<file path="config.mk">
export PLATFORM = sky130hd
export DESIGN_NAME = psp_div_pipe
export DESIGN_NICKNAME = d
export VERILOG_FILES = /design/src/psp_pkg.sv /design/src/psp_div_pipe.sv
export SDC_FILE = /design/constraint.sdc
export NUM_CORES = 2
export LEC_CHECK = 0
export BUFFER_PORTS_ARGS = -buffer_cell sky130_fd_sc_hd__buf_4
export CORE_UTILIZATION = 40
export DETAILED_ROUTE_END_ITERATION = 8
export PLACE_DENSITY = 0.56
export SLEW_MARGIN = 30
export SYNTH_ARGS = -nofsm -noshare
export SYNTH_HDL_FRONTEND = slang
export SYNTH_SLANG_ARGS = --single-unit
</file>
<file path="constraint.sdc">
create_clock -name i_clk -period 4.29 [get_ports i_clk]
set_input_delay 0 -clock i_clk [delete_from_list [all_inputs] [get_ports i_clk]]
set_output_delay 0 -clock i_clk [all_outputs]
set_load 0.1 [all_outputs]
</file>
<file path="src/psp_pkg.sv">
// Shared types and fixed widths for the point to segment proximity block.
// Used by psp_div_pipe, psp_sqrt_pipe and point_segment_proximity.
package psp_pkg;

    localparam int COORD_W = 32;
    localparam int DIFF_W  = 33;
    localparam int SQ_W    = 66;
    localparam int SUM_W   = 67;
    localparam int APER_W  = 31;
    localparam int REL_OUT_W = 17;
    localparam int RAD_W   = 64;
    localparam int ROOT_W  = 32;

    typedef struct packed {
        logic signed [COORD_W-1:0] begin_x;
        logic signed [COORD_W-1:0] begin_y;
        logic signed [COORD_W-1:0] end_x;
        logic signed [COORD_W-1:0] end_y;
        logic signed [COORD_W-1:0] point_x;
        logic signed [COORD_W-1:0] point_y;
    } t_psp_in;

    typedef struct packed {
        logic                      hit;
        logic [REL_OUT_W-1:0]      rel;
        logic [APER_W-1:0]         distance;
        logic signed [COORD_W-1:0] proj_x;
        logic signed [COORD_W-1:0] proj_y;
    } t_psp_out;

    typedef enum logic [2:0] {
        REL_ZERO = 3'b001,
        REL_ONE  = 3'b010,
        REL_DIV  = 3'b100
    } t_rel_sel;

    typedef struct packed {
        logic signed [DIFF_W-1:0]  dx;
        logic signed [DIFF_W-1:0]  dy;
        logic signed [COORD_W-1:0] bx;
        logic signed [COORD_W-1:0] by;
        logic signed [COORD_W-1:0] px;
        logic signed [COORD_W-1:0] py;
        logic                      miss;
        t_rel_sel                  sel;
    } t_psp_geo;

endpackage

</file>
<file path="src/psp_div_pipe.sv">
// Pipelined restoring divider: one quotient bit per stage, num < den.
// Depends on psp_pkg for the operand width.
module psp_div_pipe #(
    parameter int FRAC   = 16,
    parameter int SIDE_W = 8
) (
    input  logic                         i_clk,
    input  logic                         i_rst_n,
    input  logic                         i_valid,
    input  logic [psp_pkg::SUM_W-1:0]    i_num,
    input  logic [psp_pkg::SUM_W-1:0]    i_den,
    input  logic [SIDE_W-1:0]            i_side,
    output logic                         o_valid,
    output logic [FRAC:0]                o_quot,
    output logic [SIDE_W-1:0]            o_side
);

    localparam int W = psp_pkg::SUM_W;

    logic [W-1:0]      r_rem  [FRAC+1];
    logic [W-1:0]      r_den  [FRAC+1];
    logic [FRAC:0]     r_quot [FRAC+1];
    logic [SIDE_W-1:0] r_side [FRAC+1];
    logic [FRAC:0]     r_vld;

    always_ff @(posedge i_clk) begin
        logic [W-1:0] sh;
        r_rem[0]  <= i_num;
        r_den[0]  <= i_den;
        r_quot[0] <= '0;
        r_side[0] <= i_side;
        for (int k = 1; k <= FRAC; k++) begin
            sh = {r_rem[k-1][W-2:0], 1'b0};
            if (sh >= r_den[k-1]) begin
                r_rem[k]  <= sh - r_den[k-1];
                r_quot[k] <= {r_quot[k-1][FRAC-1:0], 1'b1};
            end else begin
                r_rem[k]  <= sh;
                r_quot[k] <= {r_quot[k-1][FRAC-1:0], 1'b0};
            end
            r_den[k]  <= r_den[k-1];
            r_side[k] <= r_side[k-1];
        end
    end

    always_ff @(posedge i_clk) begin
        if (!i_rst_n) begin
            r_vld <= '0;
        end else begin
            r_vld <= (FRAC+1)'({r_vld, i_valid});
        end
    end

    assign o_valid = r_vld[FRAC];
    assign o_quot  = r_quot[FRAC];
    assign o_side  = r_side[FRAC];

endmodule

</file>
---- After elaboration in Yosys (flattened, before gate mapping) ----
Memory sizes are Yosys's and may differ from the RTL's.
Cells that the tools add are included.
cells by class
  $lt $le $gt $ge ......................... 16
  bitwise gates (word level) .............. 32
  mux-type cells .......................... 80
  add/sub/neg operators ................... 16
operator list
  operator          count
  $ge A67 B67 Y1    16
  $mux W67          16
  $sub A67 B67 Y67  16
  $mux W17          16
  $mux W1           48
  $or A1 B1 Y1      32
storage, ports and cells
  output and inout port bits .............. 26
  word-level logic and storage cells ...... 149
  register bits after elaboration ......... 17
  memories ................................ 4
  RAM bits ................................ 2703
memories
  memory  depth  bits a word  rd ports  clocked after Yosys merged registers in  write ports  line                text
  r_den   17     67           16        0                                        17           psp_div_pipe.sv:21  logic [W-1:0] r_den [FRAC+1];
  r_rem   17     67           16        0                                        17           psp_div_pipe.sv:20  logic [W-1:0] r_rem [FRAC+1];
  r_quot  17     17           17        0                                        17           psp_div_pipe.sv:22  logic [FRAC:0] r_quot [FRAC+1];
  r_side  17     8            17        0                                        17           psp_div_pipe.sv:23  logic [SIDE_W-1:0] r_side [FRAC+1];

---- Logic depth before layout (Yosys ltp) ----
  depth in word-level cells ............... 4
  gate-level depth with buffers ........... 18
  depth with buffers taken out ............ 15

---- Worst setup path before layout ----
No wires, ideal clock.
  path kind ............................... reg2reg
  from .................................... mem r_den[0][469] (netlist bit)
  to ...................................... mem r_rem[8][58] (netlist bit)
  period minus slack after synthesis ...... 3527 ps
  arrival time ............................ 3412 ps
  data required time ...................... 4175 ps
  slack ................................... 763 ps
  library setup time ...................... 115 ps
  cell stages (with the launch flop) ...... 15
  path through ............................ dfxtp_1 inv_1 fa_1 a211oi_1 o21bai_1 a21oi_1 o21ai_1 a211oi_2 nor3_1 nor3_1 o31ai_1 a31oi_1 o31ai_1 or4_1 and3_1
RTL lines
  what         line
  from (decl)  psp_div_pipe.sv:21
  to (decl)    psp_div_pipe.sv:20

==> flow_summary.yaml <==
status:
  status: "completed"
route:
  wl_per_cell_microns: 17.7
  firstDrtPassIters: 6
  drt-vias-per-instance: 5.07
  wl_microns: 339000
  dr_total_vias: 97300
  postRouteAntennaNets: 0
  drc: 0
  drt-initial-drc-count: 4930
global_route:
  grt_pass1_wl_microns: 526000
  overflow: 0
  grt_max_degree: 102
  grt_pass1_vias: 98900
  track_usage_pct: 21.4
  antenna_found_initial: 4
clock_network:
  cts-buffers-inserted: 280
  htreeDepth: 5
  clk_latency_ns: 0.91
  root_buffer: "clkbuf_16"
  path_clk_slew_ns: 0.06
  cts_tree: "yes"
  clock-sinks: 2417
  clock_path_buffers: 4
yosys:
  synth_cell_types: 112
  synth_edf_count: 0
  syn_nets: 15300
  async_reset_ff_share_pct: 0
  yosys_warnings: 0
  syn-cell-area_sq_um: 122000
  syn_inst: 14100
  ys_seq_elements: 2417
  avgSynthCellArea_sq_um: 8.63
  yosysSeqAreaShare_pct: 39.8
  synthFlopType: "dfxtp_1"
die:
  die_h_microns: 554
  ios: 171
  num_rows: 202
  dieArea_sq_um: 306000
  core_sq_um: 303000
  chipWidth_microns: 554
  start_util_pct: 40.2
timing:
  finalClockSkew_ns: 0.0583
  finalHoldViolCount: 0
  period_needed_ns: 4.22
  tightest_slew_ns: 0.885
  final-max-slew-violation-count: 0
  max_freq_ghz: 0.237
  worst_hold_slack_ns: 0.261
  finalCritPeriodShare_pct: 98.3
  fin_setup_tns_ns: 0
  relSlewSlack_pct: 39.4
  setup_viol: 0
  rsz0062_at_grt: "yes"
critical_path:
  worstSetupPathType: "flip-flop to flip-flop"
  start_kind: "flip-flop"
  r2r_start: "r_den[0][806]"
  arrival_ns: 4.98
  required_ns: 5.06
  crit_fanout: 5
  critPathCaptureType: "flip-flop"
  crit_start: "r_den[0][806]"
hold_path:
  hp-start: "i_num[16]"
  hold_class: "input pin to flip-flop"
run:
  maxCapViolations: 0
placement:
  port_buffers: 168
  gp_congestion: 0.953
  place_area_sq_um: 131000
  hpwl_microns: 272000
finish:
  n_fill_cell: 29700
  fin_nets: 16200
  syn_to_final_growth_pct: 18.3
  final_area_sq_um: 144000
  drive_gt1_share_pct: 11.3
power_and_ir_drop:
  leakage_uw: 0.0672
  power_density_nw_per_um2: 834
  vdd_drop_max_v: 0.000381
==> cell families after synthesis <==
family                   count (synthesis)  synth area share, %
buffers and inverters                 1943                 6.25
multiplexers                           237                 2.27
AO/OA/AOI/OAI                         4207                 21.2
AND/OR/NAND/NOR                       3299                 12.7
flip-flops                            2417                 39.8
other                                    1              0.00308
adder cells (fa/ha/maj)               1086                 11.3
XOR/XNOR                               911                 6.56
==> Yosys cell counts (31+ instances only) <==
cell type	instances	area, sq um
o31ai_1	84	631
nand4_1	328	2050
inv_1	1347	5060
a221oi_1	36	315
nand2b_1	108	676
xnor2_1	538	4710
nand2_1	1154	4330
a21oi_1	1463	7320
o21bai_1	206	1550
a21boi_0	37	278
o21a_1	103	773
nor3_1	142	711
and2_1	79	494
nor2_1	839	3150
nand3_1	213	1070
and4_1	31	272
a21o_1	619	4650
ha_1	1071	13400
nor4_1	53	332
a31oi_1	120	751
dfxtp_1	2417	48400
mux2_2	196	2210
o21ai_0	1044	5230
o211ai_1	50	375
and3_1	101	632
nor2b_1	118	738
clkbuf_1	462	1730
a211oi_1	91	683
or3_1	40	250
xor2_1	373	3270
buf_2	91	455
==> power breakdown <==
part | internal [uW] | switching (uW)
clock | 14700 | 9440
combinational | 27600 | 35700
sequential | 28900 | 3620
==> layer usage <==
layer | up-vias | part of all wire [%] | GRT usage (%)
met5 | - | 0 | 0
met4 | 0 | 7.3 | 14.5
met3 | 792 | 2.8 | 2.18
met2 | 1829 | 48 | 38.3
met1 | 43900 | 42 | 23.9
li1 | 50800 | - | -
==> stage by stage <==
step / std cells / power (uW) / util (%) / setup slack [ns]
after floorplan: 14100 / 76300 / - / 0.763
after global placement: 18400 / 95600 / 43.4 / 0.0681
after detailed placement: 18400 / 95500 / 43.4 / 0.0611
after CTS: 19200 / 121000 / 47.5 / 0.00391
after global routing: 19200 / 129000 / 47.5 / -0.0181
final: 19200 / 120000 / 47.5 / 0.0741
==> placed cells by master, fill, tap and decap left out, types with 196 or more instances in the layout <==
master	count
a21oi_1	1460
dlygate4sd3_1	287
dfxtp_1	2417
xor2_1	373
a21o_1	618
clkbuf_16	289
buf_4	880
o21ai_0	1044
nand2_1	1154
nor2_1	839
nand3_1	213
inv_1	1347
xnor2_1	538
nand4_1	328
mux2_2	196
o21bai_1	205
ha_1	1070
==> worst paths after layout <==
kind / end / slack [ns] / cells after the start
min reg2reg: r_side[0][10] / 0.30 / 0
max reg2reg: r_rem[13][61] / 0.07 / 16
min: r_rem[0][16] / 0.26 / 3
max: r_rem[13][61] / 0.07 / 16
==> worst max-delay path, cell delays in order (launching register included) <==
cell and delay [ns]:
dfxtp_1 0.33, inv_1 0.04, ha_1 0.36, o21ai_0 0.11
a21oi_1 0.25, o21ai_0 0.23, a21oi_1 0.17, buf_4 0.15
o2111ai_1 0.27, nand2_1 0.30, a31oi_1 0.12, buf_4 0.17
o41ai_1 0.68, a311o_1 0.41, a31oi_1 0.13, xnor2_1 0.13
mux2_2 0.26
==> layout make-up <==
class                           count  area (sq um)  share of cell area (%)
Multi-Input combinational cell   9741         66000                    45.8
Sequential cell                  2417         48400                    33.6
Timing Repair Buffer             1193         10000                    6.95
Clock buffer                      387          8040                    5.59
Inverter                         1350          5070                    3.52
Tap cell                         3978          4980                    3.46
Clock inverter                    105          1420                   0.990
Antenna cell                       11          27.5                  0.0191
==> flip-flops by register name, summed over array words and instances (netlist names) <==
name / cells
r_rem: 1056
r_den: 1072
r_side: 136
r_quot: 136
r_vld: 17
==> repair_timing <==
item,in CTS,in global routing
cloned,0,1
buffers inserted,0,3
pin swaps,0,4
gates resized for setup,1,22
endpoints found under the setup margin,1,205
hold buffers,287,0
endpoints found under the hold margin,158,0
(Power assumes the default switching activity.)
